===== src/tpi_pkg.sv =====
// shared types, constants and force table for the thrust to pwm interpolator
`default_nettype none
package tpi_pkg;

  localparam int unsigned CHANNELS     = 4;
  localparam int unsigned FORCE_STORED = 30;
  localparam int unsigned IDX_W        = 7;
  localparam int unsigned FORCE_W      = 24;
  localparam int unsigned DUTY_W       = 14;
  localparam int unsigned CMP_W        = 13;
  localparam int unsigned THRUST_W     = 16;
  localparam int unsigned AR_W         = 16;
  localparam int unsigned DUTY_BASE    = 6000;
  localparam int unsigned DUTY_STEP    = 100;
  localparam int unsigned DUTY_FALLBACK = 7500;
  localparam int unsigned THRUST_SCALE = 102;
  localparam int unsigned CMP_DIVISOR  = 100000;
  localparam int unsigned AR_RESET     = 19999;

  localparam logic signed [11:0] ForceGrams [FORCE_STORED] = '{
    -12'sd780, -12'sd689, -12'sd605, -12'sd510, -12'sd440,
    -12'sd354, -12'sd290, -12'sd225, -12'sd174, -12'sd118,
    -12'sd70,  -12'sd42,  -12'sd16,  -12'sd2,   12'sd0,
    12'sd0,    12'sd0,    12'sd5,    12'sd33,   12'sd84,
    12'sd154,  12'sd238,  12'sd333,  12'sd448,  12'sd569,
    12'sd700,  12'sd826,  12'sd982,  12'sd1100, 12'sd1250
  };

  typedef struct packed {
    logic              done;
    logic [DUTY_W-1:0] duty;
    logic [CMP_W-1:0]  cmp;
  } lane_status_t;

  // force point in 1/256 gram, last stored point repeats
  function automatic logic signed [FORCE_W-1:0] force_point(input logic [IDX_W-1:0] i);
    logic [4:0]         k;
    logic signed [11:0] g;
    k = (i < IDX_W'(FORCE_STORED)) ? i[4:0] : 5'(FORCE_STORED - 1);
    g = ForceGrams[k];
    return {{(FORCE_W-20){g[11]}}, g, 8'b0};
  endfunction

  function automatic logic [DUTY_W-1:0] duty_point(input logic [IDX_W-1:0] i);
    return DUTY_W'(DUTY_BASE) + DUTY_W'(i) * DUTY_W'(DUTY_STEP);
  endfunction

endpackage
`default_nettype wire


===== src/tpi_lane.sv =====
// one channel: segment search, interpolation divider and compare scaling
`default_nettype none
module tpi_lane #(
  parameter int unsigned TABLE_POINTS = 30
) (
  input  wire logic                                clk_i,
  input  wire logic                                rst_ni,
  input  wire logic                                start_i,
  input  wire logic signed [tpi_pkg::THRUST_W-1:0] thrust_i,
  input  wire logic [tpi_pkg::AR_W-1:0]            auto_reload_i,
  output tpi_pkg::lane_status_t                    status_o
);

  localparam int unsigned IW = tpi_pkg::IDX_W;
  localparam int unsigned DW = tpi_pkg::DUTY_W;
  localparam int unsigned FW = tpi_pkg::FORCE_W;
  localparam int unsigned RW = 31;
  localparam int unsigned QW = tpi_pkg::CMP_W;
  localparam logic [IW-1:0] Last = IW'(TABLE_POINTS - 1);
  // product / 100000 as (product >> 5) / 3125 by reciprocal multiplication
  localparam int unsigned RecipShift = 37;
  localparam logic [25:0] RecipMul   = 26'd43980466;

  typedef enum logic [2:0] {
    S_IDLE, S_CHECK, S_SEARCH, S_DIV, S_MUL, S_CDIV, S_DONE
  } state_e;

  state_e              state_q;
  logic signed [FW-1:0] force_q;
  logic [IW-1:0]       idx_q;
  logic [DW-1:0]       duty_q;
  logic [RW-1:0]       rem_q;
  logic [RW-1:0]       dsr_q;
  logic [QW-1:0]       quo_q;
  logic [3:0]          cnt_q;
  logic [QW-1:0]       cmp_q;

  logic signed [FW-1:0] f1, f2, off;
  logic [DW-1:0]        top, duty_c;
  logic                 ge;
  logic [50:0]          recip_prod;

  assign f1  = tpi_pkg::force_point(idx_q);
  assign f2  = tpi_pkg::force_point(idx_q + IW'(1));
  assign off = force_q - f1;
  assign top = tpi_pkg::duty_point(Last);
  assign ge  = rem_q >= dsr_q;
  assign duty_c = (duty_q < DW'(tpi_pkg::DUTY_BASE)) ? DW'(tpi_pkg::DUTY_BASE) :
                  (duty_q > top) ? top : duty_q;
  assign recip_prod = 51'(rem_q[29:5]) * 51'(RecipMul);

  always_ff @(posedge clk_i or negedge rst_ni) begin
    if (!rst_ni) begin
      state_q <= S_IDLE;
      force_q <= '0;
      idx_q   <= '0;
      duty_q  <= '0;
      rem_q   <= '0;
      dsr_q   <= '0;
      quo_q   <= '0;
      cnt_q   <= '0;
      cmp_q   <= '0;
    end else begin
      unique case (state_q)
        S_IDLE, S_DONE: begin
          if (start_i) begin
            force_q <= FW'(thrust_i) * FW'(tpi_pkg::THRUST_SCALE);
            idx_q   <= '0;
            state_q <= S_CHECK;
          end
        end
        S_CHECK: begin
          if (force_q <= tpi_pkg::force_point('0)) begin
            duty_q  <= tpi_pkg::duty_point('0);
            state_q <= S_MUL;
          end else if (force_q >= tpi_pkg::force_point(Last)) begin
            duty_q  <= top;
            state_q <= S_MUL;
          end else begin
            state_q <= S_SEARCH;
          end
        end
        S_SEARCH: begin
          if (force_q >= f1 && force_q <= f2) begin
            duty_q <= tpi_pkg::duty_point(idx_q);
            if (f1 == f2) begin
              state_q <= S_MUL;
            end else begin
              rem_q   <= RW'(off) * RW'(tpi_pkg::DUTY_STEP);
              dsr_q   <= RW'(f2 - f1) << 6;
              quo_q   <= '0;
              cnt_q   <= 4'd6;
              state_q <= S_DIV;
            end
          end else if (idx_q + IW'(1) >= Last) begin
            duty_q  <= DW'(tpi_pkg::DUTY_FALLBACK);
            state_q <= S_MUL;
          end else begin
            idx_q <= idx_q + IW'(1);
          end
        end
        S_DIV: begin
          if (ge) rem_q <= rem_q - dsr_q;
          dsr_q <= dsr_q >> 1;
          quo_q <= {quo_q[QW-2:0], ge};
          if (cnt_q == '0) begin
            duty_q  <= duty_q + DW'({quo_q[QW-2:0], ge});
            state_q <= S_MUL;
          end else begin
            cnt_q <= cnt_q - 4'd1;
          end
        end
        S_MUL: begin
          duty_q  <= duty_c;
          rem_q   <= RW'(duty_c) * RW'({1'b0, auto_reload_i} + 17'd1);
          state_q <= S_CDIV;
        end
        S_CDIV: begin
          cmp_q   <= QW'(recip_prod >> RecipShift);
          state_q <= S_DONE;
        end
        default: state_q <= S_IDLE;
      endcase
    end
  end

  assign status_o.done = (state_q == S_DONE);
  assign status_o.duty = duty_q;
  assign status_o.cmp  = cmp_q;

endmodule
`default_nettype wire


===== config.mk =====
export PLATFORM = sky130hd
export DESIGN_NAME = tpi_lane
export DESIGN_NICKNAME = d
export VERILOG_FILES = /design/src/tpi_pkg.sv /design/src/tpi_lane.sv
export SDC_FILE = /design/constraint.sdc
export NUM_CORES = 2
export LEC_CHECK = 0
export ABC_AREA = 1
export BUFFER_PORTS_ARGS = -buffer_cell sky130_fd_sc_hd__buf_2
export CAP_MARGIN = 20
export CORE_MARGIN = 3
export CORE_UTILIZATION = 40
export CTS_BUF_LIST = sky130_fd_sc_hd__clkbuf_4 sky130_fd_sc_hd__clkbuf_8
export DETAILED_ROUTE_END_ITERATION = 6
export GPL_TIMING_DRIVEN = 1
export PLACE_DENSITY_LB_ADDON = 0.15
export REMOVE_ABC_BUFFERS = 1
export SYNTH_ARGS = -nofsm -noshare
export SYNTH_HDL_FRONTEND = slang
export SYNTH_SLANG_ARGS = --single-unit

===== constraint.sdc =====
create_clock -name clk_i -period 15.6 [get_ports clk_i]
set_input_delay 0.78 -clock clk_i [delete_from_list [all_inputs] [get_ports clk_i]]
set_output_delay 0.78 -clock clk_i [all_outputs]
set_load 0.01 [all_outputs]

## Yosys cells after proc, flatten, opt, wreduce, memory -nomap -nowiden

Memory sizes are Yosys's and may differ from the RTL's.
Index checks and enable logic that the tools add are counted.

| operators by class | value |
|---|---|
| add/sub/neg operators | 8 |
| $mul | 5 |
| magnitude comparators | 12 |
| equality and inequality tests | 17 |
| mux-type cells | 40 |
| bitwise operators | 2 |
| reduce and logical (&&, ||, !) cells | 15 |

Operators with widths:

| cell | number |
|---|---|
| 31-bit 2-to-1 mux | 5 |
| 14-bit 2-to-1 mux | 7 |
| 31-bit case mux with 3 select lines | 1 |
| 12-bit 2-to-1 mux | 6 |
| 31-bit case mux with 2 select lines | 1 |
| 14-bit case mux with 4 select lines | 1 |
| 25-bit by 25-bit multiplier with 49-bit output (second input constant) | 1 |
| 31-bit greater-or-equal comparator | 1 |
| 14-bit by 17-bit multiplier with 31-bit output | 1 |
| 31-bit by 5-bit multiplier with 29-bit output (second input constant) | 1 |
| 31-bit subtractor | 1 |
| 24-bit by 20-bit greater-or-equal comparator with 1-bit output | 1 |
| 24-bit by 20-bit greater-or-equal comparator with 1-bit output (second input constant) | 1 |
| 24-bit by 19-bit <= comparator with 1-bit output (second input constant) | 1 |
| 24-bit by 20-bit <= comparator with 1-bit output | 1 |
| 24-bit by 6-bit multiplier with 23-bit output (second input constant) | 1 |
| 12-bit case mux with 2 select lines | 1 |
| 24-bit by 20-bit subtractor with 24-bit output | 1 |
| 3-bit 2-to-1 mux | 7 |
| 7-bit 2-to-1 mux | 3 |
| 20-bit by 20-bit subtractor with 21-bit output | 1 |
| 3-bit case mux with 6 select lines | 1 |
| 16-bit by 1-bit adder with 17-bit output (second input constant) | 1 |
| 2-bit != test (second input constant) | 8 |
| 30 further kinds | 45 |

| word-level totals | value |
|---|---|
| flip-flop bits (word level) | 138 |
| bits in read-only memories | 768 |
| input bits | 35 |
| output and inout port bits | 28 |
| logic and storage cells | 110 |
| memories kept | 2 |

Memory list:

| name | words | bits a word | read ports | clocked after memory_dff | write ports | RTL line | source |
|---|---|---|---|---|---|---|---|
| (name not given) | 32 | 12 | 1 | 0 | 0 | tpi_pkg.sv:40 | `g = ForceGrams[k];` |
| (name not given) | 32 | 12 | 1 | 0 | 0 | tpi_pkg.sv:40 |  |

## Logic depth before layout (Yosys ltp)

| depth | value |
|---|---|
| depth in word-level cells | 11 |
| mapped depth | 38 |
| depth with buffers taken out | 37 |

## Worst setup path after synthesis

OpenSTA, ideal clock, no wires.

| timing path | value |
|---|---|
| path kind | input to register |
| start | in auto_reload_i[0] in the netlist's numbering |
| end | reg rem_q[17] |
| library setup time | 0.117 ns |
| arrival | 6.779 ns |
| required time | 15.483 ns |
| path slack | 8.704 ns |
| stages | 33 |
| path buffers | 1 |
| cell sequence | ha_1 -> nand2_1 -> nor2_1 -> nand3_1 -> nor2_1 -> nand2_1 -> nor3_2 -> nand4_1 -> nor2_1 -> xnor2_1 -> inv_2 -> buf_2 -> nand2_1 -> fa_1 -> inv_1 -> fa_1 -> fa_1 -> fa_1 -> fa_1 -> inv_1 -> fa_1 -> inv_1 -> ha_1 -> nand2_1 -> nor2_1 -> inv_1 -> o21ai_0 -> a31oi_1 -> or2_2 -> nand3_1 -> nand3_1 -> nand2_1 -> nand2_1 |

| on the way | value |
|---|---|
| cells in the longest elaborated chain, start to end | 3 |

Ends and longest elaborated chain:

| item | RTL line | source |
|---|---|---|
| start, declared | tpi_lane.sv:10 | `input wire logic [tpi_pkg::AR_W-1:0] auto_reload_i,` |
| 16-bit by 1-bit adder with 17-bit output | tpi_lane.sv:115 | `rem_q <= RW'(duty_c) * RW'({1'b0, auto_reload_i} + 17'd1);` |
| 14-bit by 17-bit multiplier with 31-bit output | tpi_lane.sv:115 |  |
| 31-bit case mux with 3 select lines | tpi_lane.sv:64 | `unique case (state_q)` |
| end signal, assigned | tpi_lane.sv:89 | `rem_q <= RW'(off) * RW'(tpi_pkg::DUTY_STEP);` |
| end signal, assigned | tpi_lane.sv:103 | `if (ge) rem_q <= rem_q - dsr_q;` |
| end signal, assigned | tpi_lane.sv:115 |  |
| end, declared | tpi_lane.sv:32 | `logic [RW-1:0] rem_q;` |

Every way passes these cells.
A chain may end at the register's enable or synchronous reset.

## Worst setup path in the final report

| timing path | value |
|---|---|
| start | reg duty_q[13] |
| end | reg rem_q[23] |

| on the way | value |
|---|---|
| cells in the longest elaborated chain, start to end | 5 |
| elaborated cells between the ends (all ways) | 6 |
| those cells by class | mul (1); order compare (2); mux (3) |

Ends and longest elaborated chain:

| item | RTL line | source |
|---|---|---|
| start, declared | tpi_lane.sv:31 | `logic [DW-1:0] duty_q;` |
| start signal, assigned | tpi_lane.sv:74 | `duty_q <= tpi_pkg::duty_point('0);` |
| start signal, assigned | tpi_lane.sv:77 | `duty_q <= top;` |
| start signal, assigned | tpi_lane.sv:85 | `duty_q <= tpi_pkg::duty_point(idx_q);` |
| 14-bit greater-than comparator | tpi_lane.sv:49 | `(duty_q > top) ? top : duty_q;` |
| 14-bit 2-to-1 mux | tpi_lane.sv:49 |  |
| 14-bit 2-to-1 mux (*) | tpi_lane.sv:48 | `assign duty_c = (duty_q < DW'(tpi_pkg::DUTY_BASE)) ? DW'(tpi_pkg::DUTY_BASE) :` |
| 14-bit by 17-bit multiplier with 31-bit output (*) | tpi_lane.sv:115 |  |
| 31-bit case mux with 3 select lines (*) | tpi_lane.sv:64 |  |

Every way passes the cells marked *; elsewhere a longest branch is shown, timed or not.

==> Implementation_results.wiki <==
{| class="wikitable"
! Metric !! Value
|-
| Max-slew violation count || 0
|-
| RSZ-0062 raised after global routing || false
|-
| Number of buffers and inverters on the critical path || 10
|-
| Initial core utilization || 0.406
|-
| GP Congestion || 0.963
|-
| Area inside the core boundary || 0.0921 sq mm
|-
| Fraction of layout instances using a drive strength above 1 || 0.0421
|-
| Number of global-route vias before repair || 31,900
|-
| Cell variety after synth || 62
|-
| Total routing resource utilization after global routing || 0.243
|-
| Hold violation total from the final report || 0
|-
| Yosys warning total || 0
|-
| Most numerous cell on the critical path || sky130_fd_sc_hd__inv_1
|-
| Sequential cell area fraction in the yosys report || 0.0924
|-
| MaxCap Viol Count || 0
|-
| Total of fill cells in the finished design || 9,771
|-
| Hold crit path type || primary input to asynchronous set/reset pin
|-
| Post-synthesis average cell area || 7.55 sq um
|-
| First element of the critical path || duty_q[13]
|-
| Setup Fix Bufs, Post-CTS || 0
|-
| Capturing element type of the critical path || register
|-
| Hold buffer count at cts || 0
|-
| Data arrival at the endpoint of the critical path || 8690 ps
|-
| Total I/O pin count || 63
|-
| Final HPWL DP || 99,900 um
|-
| Max Fanout on Critical Path || 19
|-
| Internal reg-to-reg setup slack || 7380 ps
|-
| Synthesis-to-layout area growth || 5.96%
|-
| Run status || completed
|-
| Cell area after technology mapping || 0.0374 sq mm
|-
| Non-filler cells, final || 6,250
|-
| Metal-1 WL || 55,300 um
|-
| Summed negative setup slack over all endpoints || 0 ps
|-
| CTS tree || built
|-
| Slowest-stage cell, CP || sky130_fd_sc_hd__nand3_1
|-
| Fraction of registers with async set/reset || 1.00
|-
| Most used flip-flop cell after synthesis || sky130_fd_sc_hd__dfrtp_1
|-
| Clock network latency to the later pin of the worst-skew pair || 580 ps
|-
| Total congestion overflow after global routing || 0
|-
| Top layer reached by signal wires || met4
|-
| Fmax achieved || 122 MHz
|-
| Maximum number of pins on one net before global-route repair || 76
|-
| Horizontal die dimension || 312 um
|-
| Die area || 0.0971 sq mm
|-
| H-tree depth || 4
|-
| Crit Path Category || register to register
|-
| DR WL met2 || 52,000 um
|-
| Pin slew with the least headroom to its limit || 1110 ps
|-
| Cell Rows || 111
|-
| Source of the worst register-to-register timing path || duty_q[13]
|-
| Clock input transition at the sequential cells of the worst setup and hold paths || 120 ps
|-
| Drt first pass iters || 5
|-
| Headroom to the max-slew limit || 0.256
|-
| Instance count after placement with tap cells included || 6,217
|-
| Number of buffers created by CTS || 17
|-
| Number of clock sinks seen by CTS || 138
|-
| Residual antenna-violating net count after detailed routing || 0
|-
| Global-route wire length before repair || 184,000 um
|-
| Number of port buffers || 62
|-
| Count of flip-flops with a built-in enable after synthesis || 0
|-
| Met3 wirelength from detailed routing || 6640 um
|-
| Wire length per cell after detailed routing || 18.6 um
|-
| Drt initial violations || 2,192
|-
| Count of state elements after synthesis || 138
|-
| Crit path largest cell delay || 560 ps
|-
| Number of antenna violations at the first check in global routing || 1
|-
| Crit start category || register
|-
| Die height || 312 um
|-
| Clock tree root driver cell || sky130_fd_sc_hd__clkbuf_8
|-
| Final Setup Violations || 0
|-
| Crit path required time || 16,080 ps
|-
| Minimum clock period || 8220 ps
|-
| Worst Skew || 24.1 ps
|-
| Total via count after detailed routing || 32,100
|-
| Total wirelength of the detailed-routed design || 116,000 um
|-
| Worst-case clock buffer depth || 2
|-
| Post-CTS Resized || 0
|-
| Post-route fraction of the period consumed by the critical path || 0.527
|-
| Number of DRC violations after detailed routing || 0
|-
| NumNets Final || 6,137
|-
| Routed via count divided by cell count || 5.13
|-
| Post-Syn Instances || 4,945
|-
| Crit-path leading delay family || adder cells
|}
-- routing by layer --
metal,vias to the layer above,GRT usage
li1,15700,-
met1,15500,0.350
met2,787,0.382
met3,91,0.0388
met4,0,0.0565
met5,-,0
-- through the flow --
stage | setup slack, ps | instance area (sq um) | utilization | hold slack [ps]
6_report | 7380 | 39600 | 0.430 | 265
5_1_grt | 7040 | 39600 | 0.430 | 287
4_1_cts | 7520 | 39600 | 0.430 | 248
3_5_place_dp | 7360 | 39200 | 0.425 | 466
3_3_place_gp | 7420 | 39200 | 0.425 | 458
2_1_floorplan | 8410 | 37100 | - | 453
-- path summary, 6_finish.rpt --
path	depth (start not counted)	to
max	30	rem_q[23]
min	1	idx_q[2]
max reg2reg	30	rem_q[23]
min reg2reg	2	cmp_q[6]
max in group asynchronous	2	quo_q[6]
min in group clk_i	3	force_q[1]
-- state kept, by name (all words and copies together), names as in the netlist --
name / cells
cmp_q: 13
cnt_q: 4
dsr_q: 31
duty_q: 14
force_q: 23
idx_q: 7
quo_q: 12
rem_q: 31
state_q: 3
-- kinds of logic (layout without fill, tap and decap cells) --
group,count (synthesis),after routing,synth area share
AO/OA/AOI/OAI,689,689,0.103
other,0,1,0
flip-flops,138,138,0.0924
adder cells (fa/ha/maj),1109,1109,0.469
buffers and inverters,1201,1262,0.122
XOR/XNOR,74,74,0.0176
AND/OR/NAND/NOR,1734,1734,0.196
-- worst register-to-register path, delay by kind of cell (launching register included) --
family          cells  cell delay, ps
compound gates      3             970
fa+ha+maj           7            3490
buf+inv            10            1400
flops               1             480
simple gates       10            1820
-- layout make-up --
type                       count  area [sq um]  area share
tap                         1243          1560      0.0393
clock inverter                15           171     0.00433
clock buffer                  17           234     0.00591
inverter                    1140          4280       0.108
antenna                        1          2.50   0.0000632
multi-input combinational   3606         29400       0.742
sequential                   138          3450      0.0872
timing repair buffer          90           527      0.0133
-- cell usage in the layout (no fill, tap or decap), drive strengths merged, types with 2 or more instances in the layout --
cell,Yosys,layout
xnor2,28,28
o21a,11,11
dfrtp,138,138
nor3,37,37
o211ai,17,17
nand3b,17,17
or2,36,36
inv,1132,1141
xor2,46,46
o221ai,6,6
a21oi,261,261
o21bai,16,16
o21ai,273,273
a21o,25,25
nand3,234,234
clkbuf,36,17
and2,3,3
clkinv,8,12
nor4,17,17
fa,485,485
nand4,59,59
a211oi,4,4
a31oi,21,21
a31o,5,5
nand2,948,948
ha,624,624
clkinvlp,0,2
buf,25,90
o22ai,29,29
nor2,378,378
and3,3,3
o31ai,3,3
a21boi,10,10
-- synthesized netlist by cell type (20+ instances only) --
cell type	n	area share
sky130_fd_sc_hd__nor3_1	32	0.0043
sky130_fd_sc_hd__a21o_1	25	0.0050
sky130_fd_sc_hd__a21oi_1	259	0.035
sky130_fd_sc_hd__ha_1	624	0.21
sky130_fd_sc_hd__nand2_1	938	0.094
sky130_fd_sc_hd__clkbuf_1	36	0.0036
sky130_fd_sc_hd__dfrtp_1	138	0.092
sky130_fd_sc_hd__nand3_1	233	0.031
sky130_fd_sc_hd__a31oi_1	20	0.0033
sky130_fd_sc_hd__fa_1	485	0.26
sky130_fd_sc_hd__o22ai_1	29	0.0049
sky130_fd_sc_hd__inv_1	1117	0.11
sky130_fd_sc_hd__xor2_1	45	0.011
sky130_fd_sc_hd__o21ai_0	258	0.035
sky130_fd_sc_hd__nor2_1	369	0.037
sky130_fd_sc_hd__or2_2	34	0.0057
sky130_fd_sc_hd__xnor2_1	28	0.0066
sky130_fd_sc_hd__nand4_1	59	0.0099
Power is not shown: default switching activity piles up to over one toggle a cycle in this logic, so the estimate is an artifact.
